<file path="config.mk">
export PLATFORM = sky130hd
export DESIGN_NAME = pabg_front_flat
export DESIGN_NICKNAME = d
export VERILOG_FILES = /design/src/rtl/pabg_pkg.sv /design/src/rtl/pabg_if.sv /design/src/rtl/pabg_front.sv /design/src/flat_wrapper.sv
export SDC_FILE = /design/constraint.sdc
export NUM_CORES = 1
export LEC_CHECK = 0
export ABC_AREA = 0
export BUFFER_PORTS_ARGS = -buffer_cell sky130_fd_sc_hd__buf_4
export CAP_MARGIN = 40
export CORE_MARGIN = 2
export CORE_UTILIZATION = 60
export DETAILED_ROUTE_END_ITERATION = 7
export MAX_ROUTING_LAYER = met4
export PLACE_DENSITY = 0.76
export SYNTH_ARGS = -nofsm -noshare
export SYNTH_HDL_FRONTEND = slang
export SYNTH_SLANG_ARGS = --single-unit
</file>
<file path="constraint.sdc">
create_clock -name clk -period 23.3 [get_ports clk]
set_input_delay 3.495 -clock clk [delete_from_list [all_inputs] [get_ports clk]]
set_output_delay 3.495 -clock clk [all_outputs]
set_load 0.02 [all_outputs]
</file>
<file path="src/rtl/pabg_pkg.sv">
`default_nettype none

package pabg_pkg;

  // Field widths of the input and result words.
  localparam int ADDR_W = 8;
  localparam int SLOT_W = 4;
  localparam int VAL_W  = 11;

  // Default sizing of the gatherer.
  localparam int NUM_ADDRESSES_DEF = 256;
  localparam int BLOCK_LENGTH_DEF  = 15;
  localparam int VALUE_WIDTH_DEF   = 11;

  // Depth of the command queue between the front and back ends.
  localparam int QUEUE_DEPTH = 4;

  // Commands passed from the front end to the back end.
  localparam int OP_W = 2;
  typedef enum logic [OP_W-1:0] {
    OP_STORE      = 2'd0,
    OP_STORE_EMIT = 2'd1,
    OP_FLUSH      = 2'd2
  } op_t;

endpackage

`default_nettype wire

</file>
<file path="src/rtl/pabg_if.sv">
`default_nettype none

// Input channel: one word is a store or flush command.
interface pabg_in_if import pabg_pkg::*; ();
  logic                     valid;
  logic                     ready;
  logic                     command;
  logic [ADDR_W-1:0]        address;
  logic signed [VAL_W-1:0]  data_value;

  modport source (output valid, command, address, data_value, input ready);
  modport sink   (input valid, command, address, data_value, output ready);
endinterface


`default_nettype wire

</file>
<file path="src/rtl/pabg_front.sv">
`default_nettype none

module pabg_front import pabg_pkg::*; #(
  parameter int NUM_ADDRESSES = NUM_ADDRESSES_DEF,
  parameter int BLOCK_LENGTH  = BLOCK_LENGTH_DEF,
  parameter int VALUE_WIDTH   = VALUE_WIDTH_DEF
) (
  input  logic                             clk,
  input  logic                             rst_n,
  pabg_in_if.sink                          in_chan,
  output logic                             q_push,
  input  logic                             q_full,
  output op_t                              q_op,
  output logic [$clog2(NUM_ADDRESSES)-1:0] q_addr,
  output logic [$clog2(BLOCK_LENGTH)-1:0]  q_slot,
  output logic [VALUE_WIDTH-1:0]           q_value
);

  localparam int AW = $clog2(NUM_ADDRESSES);
  localparam int SW = $clog2(BLOCK_LENGTH);

  typedef enum logic [2:0] {
    F_CLEAR  = 3'b001,
    F_IDLE   = 3'b010,
    F_DECIDE = 3'b100
  } fstate_t;

  fstate_t state_r, state_nxt;
  logic [AW-1:0] clr_idx_r, clr_idx_nxt;

  // Captured input word and the fill count read for its address.
  logic                   item_cmd_r;
  logic [ADDR_W-1:0]      item_addr_r;
  logic [VALUE_WIDTH-1:0] item_val_r;
  logic [SW-1:0]          cnt_rd_r;

  // Fill count memory: one count per address.
  logic [SW-1:0] cnt_mem [NUM_ADDRESSES];
  logic          cnt_we;
  logic [AW-1:0] cnt_waddr;
  logic [SW-1:0] cnt_wdata;

  logic          in_fire;
  logic          in_ready;
  logic          in_range;
  logic          last_slot;
  logic          need_push;
  logic [AW-1:0] item_idx;

  assign in_fire       = (state_r == F_IDLE) && in_chan.valid;
  assign in_chan.ready = in_ready;

  // Classification of the captured word.
  assign item_idx  = AW'(item_addr_r);
  assign in_range  = 32'(item_addr_r) < 32'(NUM_ADDRESSES);
  assign last_slot = (cnt_rd_r == SW'(BLOCK_LENGTH - 1));
  assign need_push = in_range && (!item_cmd_r || (cnt_rd_r != '0));

  // Command handed to the back end.
  assign q_op    = item_cmd_r ? OP_FLUSH : (last_slot ? OP_STORE_EMIT : OP_STORE);
  assign q_addr  = item_idx;
  assign q_slot  = cnt_rd_r;
  assign q_value = item_val_r;

  // Sequencer: clearing pass after reset, then accept and decide.
  always_comb begin
    state_nxt   = state_r;
    clr_idx_nxt = clr_idx_r;
    cnt_we      = 1'b0;
    cnt_waddr   = item_idx;
    cnt_wdata   = '0;
    q_push      = 1'b0;
    in_ready    = 1'b0;
    unique case (state_r)
      F_CLEAR: begin
        cnt_we      = 1'b1;
        cnt_waddr   = clr_idx_r;
        clr_idx_nxt = clr_idx_r + AW'(1);
        if (clr_idx_r == AW'(NUM_ADDRESSES - 1)) begin
          state_nxt = F_IDLE;
        end
      end
      F_IDLE: begin
        in_ready = 1'b1;
        if (in_chan.valid) begin
          state_nxt = F_DECIDE;
        end
      end
      F_DECIDE: begin
        if (!(need_push && q_full)) begin
          state_nxt = F_IDLE;
          if (need_push) begin
            q_push    = 1'b1;
            cnt_we    = 1'b1;
            cnt_wdata = (item_cmd_r || last_slot) ? '0 : (cnt_rd_r + SW'(1));
          end
        end
      end
      default: begin
        state_nxt = F_CLEAR;
      end
    endcase
  end

  // Control registers.
  always_ff @(posedge clk) begin
    if (!rst_n) begin
      state_r   <= F_CLEAR;
      clr_idx_r <= '0;
    end else begin
      state_r   <= state_nxt;
      clr_idx_r <= clr_idx_nxt;
    end
  end

  // Capture of the accepted word.
  always_ff @(posedge clk) begin
    if (in_fire) begin
      item_cmd_r  <= in_chan.command;
      item_addr_r <= in_chan.address;
      item_val_r  <= VALUE_WIDTH'(in_chan.data_value);
    end
  end

  // Fill count memory with a registered read.
  always_ff @(posedge clk) begin
    if (cnt_we) begin
      cnt_mem[cnt_waddr] <= cnt_wdata;
    end
    if (in_fire) begin
      cnt_rd_r <= cnt_mem[AW'(in_chan.address)];
    end
  end

endmodule

`default_nettype wire

</file>
<file path="src/flat_wrapper.sv">
// flat-port wrapper written by rule: the top's interface ports become plain ports
module pabg_front_flat import pabg_pkg::*;
#(
  parameter int NUM_ADDRESSES = NUM_ADDRESSES_DEF,
  parameter int BLOCK_LENGTH  = BLOCK_LENGTH_DEF,
  parameter int VALUE_WIDTH   = VALUE_WIDTH_DEF
)
  (clk, rst_n, q_push, q_full, q_op, q_addr, q_slot, q_value, in_chan_valid, in_chan_command, in_chan_address, in_chan_data_value, in_chan_ready);
  pabg_in_if in_chan_i ();
  input  logic clk;
  input  logic rst_n;
  output logic q_push;
  input  logic q_full;
  output op_t q_op;
  output logic [$clog2(NUM_ADDRESSES)-1:0] q_addr;
  output logic [$clog2(BLOCK_LENGTH)-1:0] q_slot;
  output logic [VALUE_WIDTH-1:0] q_value;
  input wire logic [$bits(in_chan_i.valid)-1:0] in_chan_valid;
  input wire logic [$bits(in_chan_i.command)-1:0] in_chan_command;
  input wire logic [$bits(in_chan_i.address)-1:0] in_chan_address;
  input wire logic [$bits(in_chan_i.data_value)-1:0] in_chan_data_value;
  output wire logic [$bits(in_chan_i.ready)-1:0] in_chan_ready;
  assign in_chan_i.valid = in_chan_valid;
  assign in_chan_i.command = in_chan_command;
  assign in_chan_i.address = in_chan_address;
  assign in_chan_i.data_value = in_chan_data_value;
  assign in_chan_ready = in_chan_i.ready;
  pabg_front #(.NUM_ADDRESSES(NUM_ADDRESSES), .BLOCK_LENGTH(BLOCK_LENGTH), .VALUE_WIDTH(VALUE_WIDTH)) u_core (.clk(clk), .rst_n(rst_n), .in_chan(in_chan_i), .q_push(q_push), .q_full(q_full), .q_op(q_op), .q_addr(q_addr), .q_slot(q_slot), .q_value(q_value));
endmodule
</file>
==> qor.txt <==
worst r2r path cells - 7
CTS tree - yes
Leak - 12.4 nW
IO Count - 51
Die ar. - 0.0727 mm²
fmax - 0.132 GHz
Port Buf Inserts - 50
max_cap viols - 0
hold path startpoint - u_core.clr_idx_r[1]$_SDFFE_PN0P_
chip width - 270 µm
Critical Path Sink Type - output pin
FILL cells - 4426
r2r setup slk - 18.40 ns
HP Class - flop to flop
worst-margin pin slew - 1.19 ns
Hold Buf Count CTS - 0
flip-flop and latch area - 0.0317 mm²
number of enable flip-flop cells after synthesis - 1048
CTS Buf Count - 101
top cells by count, synth - edfxtp_1 (1048), nor2_1 (284), mux4_2 (207)
hold-critical path endpoint - u_core.clr_idx_r[1]$_SDFFE_PN0P_
Cells after Synth - 2288
final slew viol count - 0
total number of vias - 22659
WL final - 100000 µm
sequential share of the synthesized area - 74.9%
Via density - 6.72
Worst setup SP type - input pin
TritonRoute pass-1 iters - 7
RSZ-0062 raised after global routing - false
total power per unit cell area - 81.3 mW/mm²
Most Used Layer, Global Route - met2
first-pass GRT wire length - 150000 µm
synthesized area - 0.0423 mm²
share of cells above drive strength 1 - 20.3%
Total GRT Usage - 28.8%
area grow syn2layout - 11.1%
Clk pwr share - 42.8%
Final Net Count - 2375
Setup Skew - 0.0365 ns
Worst EP required - 19.81 ns
Synth async-reset ratio - 0%
cell row count - 97
met3 Use GR - 7.46%
Starting DRT DRC Count - 3011
Synth area leader - edfxtp_1
Seq pwr share - 54.1%
setup_tns - 0 ns
core area - 0.0699 mm²
CTS root buf - clkbuf_16
Logic pwr share - 3.1%
Max VDD drop - 0.0790 mV
clock period minus worst slack - 7.58 ns
flop and latch count out of synthesis - 1059
worst setup path category - input pin to output pin
PostCTS Resize Cnt - 0
routed length per instance - 29.7 µm
CTS H-tree lvls - 3
post-route insts no fill - 3372
Synth area leaders - edfxtp_1 (74%), mux4_2 (11%), nor2_1 (2.5%)
Final Util - 67.2%
Yosys Warn Count - 0
Setup Buffers After CTS - 0
Distinct cells, synth - 59
Clock Pin Slew Worst Setup and Hold Paths - 0.06 ns
internal power - 3.04 mW
fin crit share - 32.5%
status - finished clean
Yosys top cell area share - 74.4%
Antenna Nets Post-Route - 0
Slew HR - 20.5%
top_reg_cell synth - edfxtp_1
crit-path max FO - 3
initial antenna violation count - 2
Sw Share - 20.4%
global-route met2 utilization - 42.8%
Final Hold Viols - 0
Die Y - 270 µm
DR DRC count - 0
most common cell in the synthesized netlist - edfxtp_1
met1 Resource Use GR - 38.8%
NetSw - 0.778 mW
R2R Path End - u_core.cnt_mem[62][1]$_DFFE_PP_
largest net degree at the start of global routing - 257
CP arrival - 4.09 ns
Clock Latency Late Sink - 0.67 ns
clk buf depth - 3
Final Wtd Congestion - 0.883
# clock sinks - 1059
Avg Cell Area, Syn - 18.5 µm²
final setup violation count - 0
multi-input logic area - 0.00994 mm²
Initial Util - 60.5%
syn nets - 2316
Fin Hold WS - 0.552 ns
Detail Placement HPWL - 59700 µm
Cells after DPL - 3179
remaining global-route overflow - 0
vias in the first global route - 22655
Hold Path Depth - 2
launch point of the worst reg-to-reg path - u_core.q_slot[0]$_DFFE_PP_
## layout by cell type, fill, tap and decap left out, drive strengths merged, types with 4 or more instances in the layout
cell type / instances
mux2: 26
ha: 4
nor2: 285
a2111oi: 4
a21oi: 59
o22ai: 12
mux2i: 67
o21ai: 24
nand3b: 16
o211ai: 5
a31oi: 5
o31ai: 5
a221o: 5
clkinv: 51
edfxtp: 1048
o221ai: 6
a211oi: 36
nand4: 9
and2: 10
buf: 95
dfxtp: 11
clkinvlp: 5
inv: 7
or3: 4
bufinv: 13
nand2: 103
nor3: 25
nand2b: 12
a221oi: 7
a22o: 7
mux4: 216
nand3: 49
nor2b: 13
a22oi: 33
clkbuf: 117
o41ai: 4
xnor2: 7
## worst max-delay path by stage
stage                 from                              to  cells past startpoint
floorplan           q_full  u_core.cnt_mem[0][3]$_DFFE_PP_                      2
global placement    q_full                          q_push                      3
detailed placement  q_full                          q_push                      3
CTS                 q_full                          q_push                      3
global route        q_full                          q_push                      3
finish              q_full                          q_push                      3
## power by group through the flow
stage	logic, mW	clock network [mW]	registers [mW]
6_report	0.118	1.64	2.07
5_1_grt	0.124	1.72	2.07
4_1_cts	0.116	1.65	2.07
3_5_place_dp	0.116	0	2.11
3_3_place_gp	0.113	0	2.11
2_1_floorplan	0.0771	0	2.11
## cell families (layout without fill, tap and decap cells)
family / after synthesis / after routing / share of synthesized area (%)
AO/OA/AOI/OAI: 224 / 224 / 3.58
XOR/XNOR: 9 / 9 / 0.186
adder cells (fa/ha/maj): 4 / 4 / 0.118
buffers and inverters: 145 / 288 / 1.79
flip-flops: 1059 / 1059 / 74.9
multiplexers: 309 / 309 / 13.9
other: 0 / 1 / 0
AND/OR/NAND/NOR: 538 / 538 / 5.57
## cell type report
class,instances,area share (%)
sequential,1059,67.4
inverter,6,0.0479
multi-input combinational,1084,21.1
clock buffer,117,5.50
antenna,1,0.00532
clock inverter,70,1.49
timing repair buffer,95,1.88
tap,940,2.50
## worst max-delay path, stage by stage
cell and delay, ns:
buf_4 0.12, nor3_1 0.27, buf_4 0.20
## flip-flops by register name, indices dropped and copies added (netlist names)
signal / flops
u_core.state_r: 3
u_core.item_cmd_r: 1
u_core.q_slot: 4
u_core.clr_idx_r: 8
u_core.cnt_mem: 1024
u_core.q_value: 11
u_core.q_addr: 8
## metrics by stage
step	power (mW)	setup slack, ns	instance area (µm²)
4_1_cts	3.83	15.73	46900
5_1_grt	3.91	15.69	47000
2_1_floorplan	2.18	11.79	42300
3_3_place_gp	2.22	15.81	43500
6_report	3.82	15.72	47000
3_5_place_dp	2.22	15.73	43700
## metal layers
| metal | routed length (µm) | up-vias | share of wire [%] |
|---|---|---|---|
| met5 | 0 | - | 0 |
| met4 | 4310 | 0 | 4.3 |
| met3 | 11600 | 265 | 12 |
| met2 | 47300 | 1478 | 47 |
| met1 | 37100 | 11585 | 37 |
| li1 | - | 9331 | - |
Note: power is estimated with default switching activity, not from simulation.
