===== src/rtl/pabg_pkg.sv =====
`default_nettype none

package pabg_pkg;

  // Field widths of the input and result words.
  localparam int ADDR_W = 8;
  localparam int SLOT_W = 4;
  localparam int VAL_W  = 11;

  // Default sizing of the gatherer.
  localparam int NUM_ADDRESSES_DEF = 256;
  localparam int BLOCK_LENGTH_DEF  = 15;
  localparam int VALUE_WIDTH_DEF   = 11;

  // Depth of the command queue between the front and back ends.
  localparam int QUEUE_DEPTH = 4;

  // Commands passed from the front end to the back end.
  localparam int OP_W = 2;
  typedef enum logic [OP_W-1:0] {
    OP_STORE      = 2'd0,
    OP_STORE_EMIT = 2'd1,
    OP_FLUSH      = 2'd2
  } op_t;

endpackage

`default_nettype wire


===== src/rtl/pabg_fifo.sv =====
`default_nettype none

module pabg_fifo import pabg_pkg::*; #(
  parameter int WIDTH = OP_W,
  parameter int DEPTH = QUEUE_DEPTH
) (
  input  logic             clk,
  input  logic             rst_n,
  input  logic             push,
  input  logic [WIDTH-1:0] wdata,
  output logic             full,
  input  logic             pop,
  output logic [WIDTH-1:0] rdata,
  output logic             empty
);

  localparam int PW = (DEPTH > 1) ? $clog2(DEPTH) : 1;
  localparam int CW = $clog2(DEPTH + 1);

  logic [WIDTH-1:0] slots_r [DEPTH];
  logic [PW-1:0]    wr_ptr_r, rd_ptr_r;
  logic [CW-1:0]    count_r;

  assign full  = (count_r == CW'(DEPTH));
  assign empty = (count_r == '0);
  assign rdata = slots_r[rd_ptr_r];

  // Pointers and occupancy.
  always_ff @(posedge clk) begin
    if (!rst_n) begin
      wr_ptr_r <= '0;
      rd_ptr_r <= '0;
      count_r  <= '0;
    end else begin
      if (push) begin
        wr_ptr_r <= (wr_ptr_r == PW'(DEPTH - 1)) ? '0 : wr_ptr_r + PW'(1);
      end
      if (pop) begin
        rd_ptr_r <= (rd_ptr_r == PW'(DEPTH - 1)) ? '0 : rd_ptr_r + PW'(1);
      end
      if (push && !pop) begin
        count_r <= count_r + CW'(1);
      end else if (pop && !push) begin
        count_r <= count_r - CW'(1);
      end
    end
  end

  // Storage.
  always_ff @(posedge clk) begin
    if (push) begin
      slots_r[wr_ptr_r] <= wdata;
    end
  end

endmodule

`default_nettype wire


===== config.mk =====
export PLATFORM = sky130hd
export DESIGN_NAME = pabg_fifo
export DESIGN_NICKNAME = d
export VERILOG_FILES = /design/src/rtl/pabg_pkg.sv /design/src/rtl/pabg_fifo.sv
export SDC_FILE = /design/constraint.sdc
export NUM_CORES = 1
export LEC_CHECK = 0
export ABC_AREA = 1
export BUFFER_PORTS_ARGS = -buffer_cell sky130_fd_sc_hd__buf_4
export CAP_MARGIN = 20
export CORE_MARGIN = 4
export CORE_UTILIZATION = 35
export CTS_CLUSTER_DIAMETER = 120
export DETAILED_ROUTE_END_ITERATION = 8
export GPL_TIMING_DRIVEN = 1
export PLACE_DENSITY = 0.57
export SYNTH_ARGS = -nofsm -noshare
export SYNTH_HDL_FRONTEND = slang
export SYNTH_SLANG_ARGS = --single-unit

===== constraint.sdc =====
create_clock -name clk -period 1.3 [get_ports clk]
set_input_delay 0.065 -clock clk [delete_from_list [all_inputs] [get_ports clk]]
set_output_delay 0.065 -clock clk [all_outputs]
set_load 0.02 [all_outputs]

==> metrics.cfg, run 1 <==
[power_and_ir_drop]
comb_power_share=0.202
p_switching_w=0.000320
p_sw_frac=0.279
p_clk_frac=0.237
totalPowerFinal_w=0.00114
share_seq_of_total_power=0.561
cellLeakagePower_nw=0.422
ir_drop_uv=534
p_per_area_nw_per_um2=1240
p_int_w=0.000824

[detailed_routing]
drc=0
drtAntennaViolNets=0
vias_per_cell=4.38
routed_wl_um=1160
first_iter_violations=5
avgRoutedWirePerCell_um=9.58
drt_first_pass_iters=4
dr_total_vias=530

[clocking]
cts_sinks=17
cts_htree_levels=1
clockBufferDepth=2
numCtsBuffers=3
cts-root-buf=clkbuf_4
cts_tree=yes
clk_latency_ns=0.29
clk_pin_slew_worst_paths_ns=0.10

[yosys]
ys_seq_elements=17
yosysMostFrequentCell=nor2_1
post_synth_num_cell_types=20
synth_top_area_cell=edfxtp_1
yosysWarnings=0
syn_nets=92
synth_cells=79
yosysSeqAreaShare=0.545
synth.top_cells.by_count=13 x nor2_1, 10 x inv_1, 9 x dfxtp_1
synth_top_area_share=0.312
avgSynthCellArea_um2=9.76
synthFlopType=dfxtp_1
synth-edff-count=8
async_reset_ff_frac=0
synthesis.area_um2=771
synthTopCellsByArea=edfxtp_1 31%, dfxtp_1 23%, ha_1 9.7%, nor2_1 6.3%, inv_1 4.9%

[setup_path]
startpoint_type=register
r2r-start=count_r[1]
r2r_cells=3
cp.required_ns=1.49
r2r_end=count_r[1]
end_kind=register
rrSetupSlack_ns=0.08
criticalPathCategory=reg2reg
timing.critical_path.from=count_r[1]
critPathMaxFanout=4
crit_end=count_r[1]
arrival_ns=1.41

[placement]
hpwl_um=902
place_congestion=0.781
port_buffers=9
pre_cts_ws_ns=-0.00367
dpl_cell_area_um2=868

[sta]
setup_violations=0
hold_violations=0
finClkSkew_ns=0.0151
timing.fmax_ghz=0.818
slew_headroom=0.872
tns_ns=0
rsz0062_at_grt=false
layout_setup_ws_ns=0.0774
maxSlewViolCount=0
whs_ns=0.0186
fin_crit_ns=1.22
worst_pin_slew_ns=0.189
fin_crit_sh=0.940

[global_route]
grt_overflow=0
grt_pass1_vias=487
grt_max_degree=11
antenna_found_initial=0
grt_pass1_wl_um=1970
grt_usage=0.0938

[floorplan]
die_area_um2=3020
coreArea_um2=2020
die_h_um=54.9
rows=16
boundaryPins=10
initial_utilization=0.381
fp.dieW_um=54.9

[cells_and_area]
fillCellCount=213
drive_gt1_frac=0.255
fin_area_um2=921
insertedDiodeCount=0
syn_to_final_growth_pct=19.5
final_nets=108

[outcome]
status=completed

[min_path]
worstHoldPathType=in2reg

[job]
max_cap_viol_count=0

## power by group through the flow
stage	sequential, W	clock [W]	combinational, W
finish	0.000641	0.000271	0.000231
global route	0.000649	0.000314	0.000265
CTS	0.000639	0.000281	0.000232
detailed placement	0.000651	0	0.000227
global placement	0.000650	0	0.000221
floorplan	0.000643	0	0.000157
## worst max-delay path, cell delays in order, from the launching register on
cell and delay, ns:
dfxtp_1 0.42, fa_2 0.46, o21ai_0 0.19, nor2_1 0.06
## per-layer routing
layer  wire, um  GRT usage  vias up  share of wire
met4          7     0.0607        0         0.0060
met1        511      0.104      239           0.44
li1           -          -      284              -
met5          0          0        -              0
met2        605      0.157        5           0.52
met3         34     0.0241        2          0.029
## cell type report
cell class | count | area, um2 | area share
Clock buffer | 3 | 22.5 | 0.0245
Clock inverter | 1 | 5.00 | 0.00543
Inverter | 15 | 56.3 | 0.0611
Multi-Input combinational cell | 46 | 285 | 0.310
Sequential cell | 17 | 423 | 0.459
Tap cell | 27 | 33.8 | 0.0367
Timing Repair Buffer | 12 | 95.1 | 0.103
## worst min-delay path by stage
stage | start | end | slack (ns) | cells after the start
6_report | rst_n | count_r[2] | 0.02 | 3
5_1_grt | rst_n | count_r[2] | 0.02 | 3
4_1_cts | rst_n | count_r[2] | 0.01 | 3
3_5_place_dp | wdata[1] | slots_r[0][1] | 0.28 | 1
3_3_place_gp | wdata[1] | slots_r[0][1] | 0.28 | 1
2_1_floorplan | wdata[0] | slots_r[0][0] | 0.16 | 0
## placed cells by master (no fill, tap or decap), types with 3 or more instances in the layout
| cell | instances |
|---|---|
| nor2_1 | 13 |
| inv_1 | 10 |
| buf_4 | 10 |
| edfxtp_1 | 8 |
| nand2_1 | 7 |
| dfxtp_1 | 7 |
| ha_1 | 6 |
| inv_2 | 5 |
| o21ai_1 | 4 |
| nor3_1 | 3 |
| clkbuf_4 | 3 |
## through the flow
stage,utilization,instances
6_report,0.455,121
4_1_cts,0.453,121
2_1_floorplan,-,79
3_3_place_gp,0.429,115
5_1_grt,0.455,121
3_5_place_dp,0.429,115
## cell families (layout without fill, tap and decap cells)
kind of cell | after synthesis | count (layout) | share of synthesized area
compound gates | 10 | 10 | 0.0682
xor+xnor | 2 | 2 | 0.0227
fa+ha+maj | 7 | 7 | 0.123
buf+inv | 16 | 31 | 0.0877
flops | 17 | 17 | 0.545
simple gates | 27 | 27 | 0.153
## timing repair
| action | 4_1_cts | 5_1_grt |
|---|---|---|
| buffers inserted | 0 | 0 |
| hold buffers | 2 | 0 |
| endpoints found under the setup margin | 0 | 2 |
| gates resized for setup | 0 | 3 |
| hold endpoints to repair | 8 | 0 |
(Power assumes the default switching activity.)
==> run 2, diff against run 1 <==
--- a/config.mk
+++ b/config.mk
@@ -8,12 +8,13 @@
 export ABC_AREA = 1
 export BUFFER_PORTS_ARGS = -buffer_cell sky130_fd_sc_hd__buf_4
 export CAP_MARGIN = 20
+export CORE_ASPECT_RATIO = 0.8
 export CORE_MARGIN = 4
-export CORE_UTILIZATION = 35
+export CORE_UTILIZATION = 45
 export CTS_CLUSTER_DIAMETER = 120
 export DETAILED_ROUTE_END_ITERATION = 8
 export GPL_TIMING_DRIVEN = 1
-export PLACE_DENSITY = 0.57
+export PLACE_DENSITY = 0.69
 export SYNTH_ARGS = -nofsm -noshare
 export SYNTH_HDL_FRONTEND = slang
 export SYNTH_SLANG_ARGS = --single-unit
==> run 2 against run 1 <==
- setup slack better by 0.016 ns
- global-route usage is 3.9 points higher
- clock skew shrank 0.014 ns
- core utilization up 12 points
- clock-buffer cell count increased by 1
- register-to-register slack improved by 0.02 ns
- critical path depth unchanged
- sequential power is essentially flat
- largest power group unchanged
- highest routed layer unchanged
==> metrics.cfg, run 2 (same netlist as run 1, synthesis figures left out) <==
[outcome]
status=completed  ; unchanged

[cells_and_area]
fillCellCount=148  ; was 213
drive_gt1_frac=0.260  ; was 0.255
seq_area_um2=422  ; was 423 um2
insertedDiodeCount=0  ; unchanged
final_cell_mix=13 x nor2_1, 12 x buf_4, 10 x inv_1, 8 x dfxtp_1, 8 x edfxtp_1  ; was 13 x nor2_1, 10 x inv_1, 10 x buf_4, 8 x edfxtp_1
layout_commonest_cell=nor2_1  ; unchanged
syn_to_final_growth_pct=20.9  ; was 19.5%
final_nets=110  ; was 108
fin_area_um2=932  ; was 921 um2
multi_input_area_um2=290  ; was 285 um2

[setup_path]
path_cells=fa_2 > o21ai_0 > nor2_1  ; unchanged
arrival_ns=1.39  ; was 1.41 ns
rrSetupSlack_ns=0.09  ; was 0.08 ns
crit_buf_inv=0  ; unchanged
cpLargestDelayFamily=adder cells  ; unchanged
crit_end=count_r[1]  ; unchanged
timing.critical_path.from=count_r[1]  ; unchanged
end_kind=register  ; unchanged
critPathMaxFanout=4  ; unchanged
r2r-start=count_r[1]  ; unchanged
cp_num_cells=3  ; unchanged
startpoint_type=register  ; unchanged
r2r_end=count_r[1]  ; unchanged
slowest_delay_ns=0.46  ; about the same
slowest_stage=fa_2  ; unchanged
r2r_cells=3  ; unchanged
criticalPathCategory=reg2reg  ; unchanged
cp.required_ns=1.49  ; about the same

[sta]
slew_headroom=0.869  ; was 0.872
timing.fmax_ghz=0.829  ; was 0.818 GHz
fin_crit_sh=0.928  ; was 0.940
finClkSkew_ns=0.000812  ; was 0.0151 ns
setup_violations=0  ; unchanged
worst_pin_slew_ns=0.197  ; was 0.189 ns
hold_violations=0  ; unchanged
fin_crit_ns=1.21  ; was 1.22 ns
layout_setup_ws_ns=0.0938  ; was 0.0774 ns
maxSlewViolCount=0  ; unchanged

[global_route]
antenna_found_initial=0  ; unchanged
grt_max_degree=10  ; was 11
grt_pass1_vias=516  ; was 487
grt_pass1_wl_um=2150  ; was 1970 um
grt_usage=0.133  ; was 0.0938
grt_overflow=0  ; unchanged

[floorplan]
die_area_um2=2440  ; was 3020 um2
fp.dieW_um=54.3  ; was 54.9 um
boundaryPins=10  ; unchanged
die_h_um=45.0  ; was 54.9 um
coreArea_um2=1630  ; was 2020 um2
rows=13  ; was 16
initial_utilization=0.474  ; was 0.381

[detailed_routing]
routed_wl_um=1220  ; was 1160 um
dr_total_vias=538  ; was 530
vias_per_cell=4.56  ; was 4.38
drc=0  ; unchanged
drt_first_pass_iters=4  ; unchanged
avgRoutedWirePerCell_um=10.3  ; was 9.58 um
first_iter_violations=7  ; was 5
drtAntennaViolNets=0  ; unchanged

[clocking]
clk_latency_ns=0.29  ; about the same
clockBufferDepth=2  ; unchanged
postCtsSetupRepairBufs=0  ; unchanged
cts_tree=yes  ; unchanged
cts_sinks=17  ; unchanged
cts_htree_levels=1  ; unchanged
numCtsBuffers=3  ; unchanged
cts-root-buf=clkbuf_4  ; unchanged
clk_pin_slew_worst_paths_ns=0.09  ; was 0.10 ns

[min_path]
worstHoldPathType=in2reg  ; unchanged

[power_and_ir_drop]
p_per_area_nw_per_um2=1240  ; about the same
ir_drop_uv=576  ; was 534 uV
cellLeakagePower_nw=0.430  ; was 0.422 nW

[placement]
place_congestion=0.701  ; was 0.781
port_buffers=9  ; unchanged
dpl_cell_area_um2=877  ; was 868 um2
pre_cts_ws_ns=0.0110  ; was -0.00367 ns
hpwl_um=965  ; was 902 um

[job]
max_cap_viol_count=0  ; unchanged

-- run 2: changes by cell type in the layout (fill, tap and decap cells not counted) --
cell / change
nor3_2: +1
clkinv_2: -1
buf_4: +2
nor3_1: -1
dfxtp_2: -1
clkbuf_1: +1
dfxtp_1: +1
-- run 2: cell type report --
class	count	area share
Tap cell	22	0.0295
Inverter	15	0.0604
Timing Repair Buffer	14	0.118
Multi-Input combinational cell	46	0.311
Clock buffer	4	0.0282
Sequential cell	17	0.452
-- run 2: what timing repair did --
item | in CTS | in global routing
hold buffers | 2 | 0
setup endpoints to repair | 0 | 2
hold endpoints to repair | 8 | 0
gates resized for setup | 0 | 3
-- run 2: through the flow --
step	cells	setup TNS (ns)	hold WS, ns	utilization	power (W)
after global placement	112	0	0.274	0.539	0.000883
after global routing	118	-0.00336	0.0176	0.573	0.00124
after CTS	118	0	0.0202	0.568	0.00117
after floorplan	79	0	0.164	-	0.000799
after detailed placement	112	0	0.277	0.539	0.000889
final	118	0	0.0312	0.573	0.00116
-- run 2: power by group --
part / switching, W / leakage (nW) / internal [W]
sequential: 0.0000348 / 0.148 / 0.000604
combinational: 0.000132 / 0.267 / 0.000116
clock: 0.000153 / 0.0150 / 0.000119
total: 0.000319 / 0.430 / 0.000838
-- run 2: layer usage --
| metal | wire length, um | part of all wire | vias to the layer above | global-route usage |
|---|---|---|---|---|
| met4 | 30 | 0.025 | 0 | 0.0896 |
| li1 | - | - | 288 | - |
| met2 | 555 | 0.46 | 12 | 0.179 |
| met3 | 85 | 0.070 | 5 | 0.0693 |
| met1 | 546 | 0.45 | 233 | 0.163 |
| met5 | 0 | 0 | - | 0 |
-- run 2: worst min path at each step --
stage	startpoint	to	slack (ns)	cells after the start
after global routing	rst_n	count_r[2]	0.02	3
after CTS	rst_n	count_r[2]	0.02	3
final	rst_n	count_r[2]	0.03	3
after floorplan	wdata[0]	slots_r[0][0]	0.16	0
after detailed placement	wdata[1]	slots_r[0][1]	0.28	1
after global placement	wdata[1]	slots_r[0][1]	0.27	1
-- run 2: tightest hold or removal path, delay by kind of cell --
kind          cells  cell delay [ns]
simple gates      2             0.09
buf+inv           1             0.12
==> run 3, diff against run 2 <==
--- a/config.mk
+++ b/config.mk
@@ -14,7 +14,7 @@
 export CTS_CLUSTER_DIAMETER = 120
 export DETAILED_ROUTE_END_ITERATION = 8
 export GPL_TIMING_DRIVEN = 1
-export PLACE_DENSITY = 0.69
+export PLACE_DENSITY = 0.65
 export SYNTH_ARGS = -nofsm -noshare
 export SYNTH_HDL_FRONTEND = slang
 export SYNTH_SLANG_ARGS = --single-unit
==> run 3 against run 2 <==
- non-clock buffer count unchanged
- critical path depth unchanged
- wire length increased by 11%
- clock-buffer cell count unchanged
==> metrics.cfg, run 3 (same netlist as run 1, synthesis figures left out) <==
[min_path]
hold_start=rst_n  ; unchanged
worstHoldPathType=in2reg  ; unchanged
hold_end=count_r[2]  ; unchanged
hold_depth=3  ; unchanged

[floorplan]
initial_utilization=0.474  ; unchanged
die_h_um=45.0  ; unchanged
boundaryPins=10  ; unchanged
die_area_um2=2440  ; unchanged
rows=13  ; unchanged
coreArea_um2=1630  ; unchanged
fp.dieW_um=54.3  ; unchanged

[cells_and_area]
postLayoutCoreUtil=0.573  ; unchanged
final_cell_mix=13 x nor2_1, 12 x buf_4, 10 x inv_1, 8 x dfxtp_1, 8 x edfxtp_1  ; unchanged
final_nets=110  ; unchanged
syn_to_final_growth_pct=20.9  ; unchanged
fin_area_um2=932  ; unchanged
fillCellCount=145  ; was 148
layout_commonest_cell=nor2_1  ; unchanged
insertedDiodeCount=0  ; unchanged
drive_gt1_frac=0.260  ; unchanged

[sta]
fin_crit_sh=0.931  ; was 0.928
hold_violations=0  ; unchanged
slew_headroom=0.873  ; was 0.869
timing.fmax_ghz=0.826  ; was 0.829 GHz
worst_pin_slew_ns=0.189  ; was 0.197 ns
setup_violations=0  ; unchanged
maxSlewViolCount=0  ; unchanged
tns_ns=0  ; unchanged
rsz0062_at_grt=false
fin_crit_ns=1.21  ; about the same
finClkSkew_ns=0.00559  ; was 0.000812 ns
layout_setup_ws_ns=0.0892  ; was 0.0938 ns

[power_and_ir_drop]
p_per_area_nw_per_um2=1260  ; was 1240 nW/um2
p_sw_frac=0.284  ; was 0.276
p_switching_w=0.000333  ; was 0.000319 W
totalPowerFinal_w=0.00117  ; was 0.00116 W
p_int_w=0.000840  ; was 0.000838 W
share_seq_of_total_power=0.545  ; was 0.551
comb_power_share=0.217  ; was 0.214
ir_drop_uv=668  ; was 576 uV
p_clk_frac=0.238  ; was 0.235
cellLeakagePower_nw=0.431  ; was 0.430 nW

[detailed_routing]
avgRoutedWirePerCell_um=11.4  ; was 10.3 um
vias_per_cell=4.55  ; was 4.56
first_iter_violations=7  ; unchanged
drc=0  ; unchanged
drt_first_pass_iters=4  ; unchanged
drtAntennaViolNets=0  ; unchanged
routed_wl_um=1350  ; was 1220 um
dr_total_vias=537  ; was 538

[clocking]
clk_latency_ns=0.29  ; about the same
cts_htree_levels=1  ; unchanged
cts_sinks=17  ; unchanged
cts-root-buf=clkbuf_4  ; unchanged
numCtsBuffers=3  ; unchanged
clk_pin_slew_worst_paths_ns=0.10  ; was 0.09 ns
postCtsSetupRepairBufs=0  ; unchanged
clockBufferDepth=2  ; unchanged
cts_tree=yes  ; unchanged

[setup_path]
startpoint_type=register  ; unchanged
critPathMaxFanout=4  ; unchanged
criticalPathCategory=reg2reg  ; unchanged
r2r-start=count_r[1]  ; unchanged
rrSetupSlack_ns=0.09  ; about the same
r2r_cells=3  ; unchanged
r2r_end=count_r[1]  ; unchanged
arrival_ns=1.40  ; was 1.39 ns
end_kind=register  ; unchanged
cp.required_ns=1.49  ; about the same

[placement]
dpl_cell_area_um2=877  ; unchanged
pre_cts_ws_ns=0.00331  ; was 0.0110 ns
port_buffers=9  ; unchanged
place_congestion=0.827  ; was 0.701
hpwl_um=1060  ; was 965 um

[global_route]
grt_pass1_wl_um=2240  ; was 2150 um
grt_max_degree=10  ; unchanged
grt_overflow=0  ; unchanged
antenna_found_initial=0  ; unchanged
grt_pass1_vias=480  ; was 516
grt_usage=0.138  ; was 0.133

[outcome]
status=completed  ; unchanged

[job]
max_cap_viol_count=0  ; unchanged

run 3: cell counts in the layout (fill, tap and decap cells not counted):
Identical to the previous run, type by type.
run 3: worst max-delay path: stages (launching register included):
cell and delay [ns]:
dfxtp_1 0.43, fa_2 0.48, o21ai_0 0.16, nor2_1 0.05
run 3: worst max-delay path by stage:
stage / end / startpoint / depth (start not counted) / slack [ns]
floorplan: count_r[2] / count_r[0] / 7 / 0.13
global placement: count_r[2] / pop / 11 / 0.04
detailed placement: count_r[2] / pop / 11 / 0.003
CTS: count_r[2] / count_r[0] / 7 / 0.06
global route: count_r[1] / count_r[1] / 3 / 0.02
finish: count_r[1] / count_r[1] / 3 / 0.09
run 3: repair_timing:
action | CTS | global route
endpoints found under the hold margin | 8 | 0
hold buffers | 2 | 0
endpoints found under the setup margin | 0 | 4
resized for setup | 0 | 3
run 3: per-stage QoR:
stage	instances	hold slack [ns]
floorplan	79	0.164
global placement	112	0.276
detailed placement	112	0.276
CTS	118	0.0221
global route	118	0.0112
finish	118	0.0271
run 3: power by group through the flow:
stage / clock [W] / sequential, W / combinational [W]
after detailed placement: 0 / 0.000650 / 0.000243
after floorplan: 0 / 0.000643 / 0.000157
after CTS: 0.000286 / 0.000638 / 0.000252
final: 0.000279 / 0.000639 / 0.000254
after global routing: 0.000311 / 0.000645 / 0.000290
after global placement: 0 / 0.000647 / 0.000238
run 3: area by class of cell:
class                           instances  area (um2)  share of cell area
Clock buffer                            4        26.3              0.0282
Tap cell                               22        27.5              0.0295
Multi-Input combinational cell         46         290               0.311
Sequential cell                        17         422               0.452
Inverter                               15        56.3              0.0604
Timing Repair Buffer                   14         110               0.118
run 3: routing by layer:
layer,up-vias,track usage,wire [um]
met5,-,0,0
met4,0,0.0448,9
met3,2,0.0693,72
met2,13,0.198,629
met1,238,0.181,637
li1,284,-,-
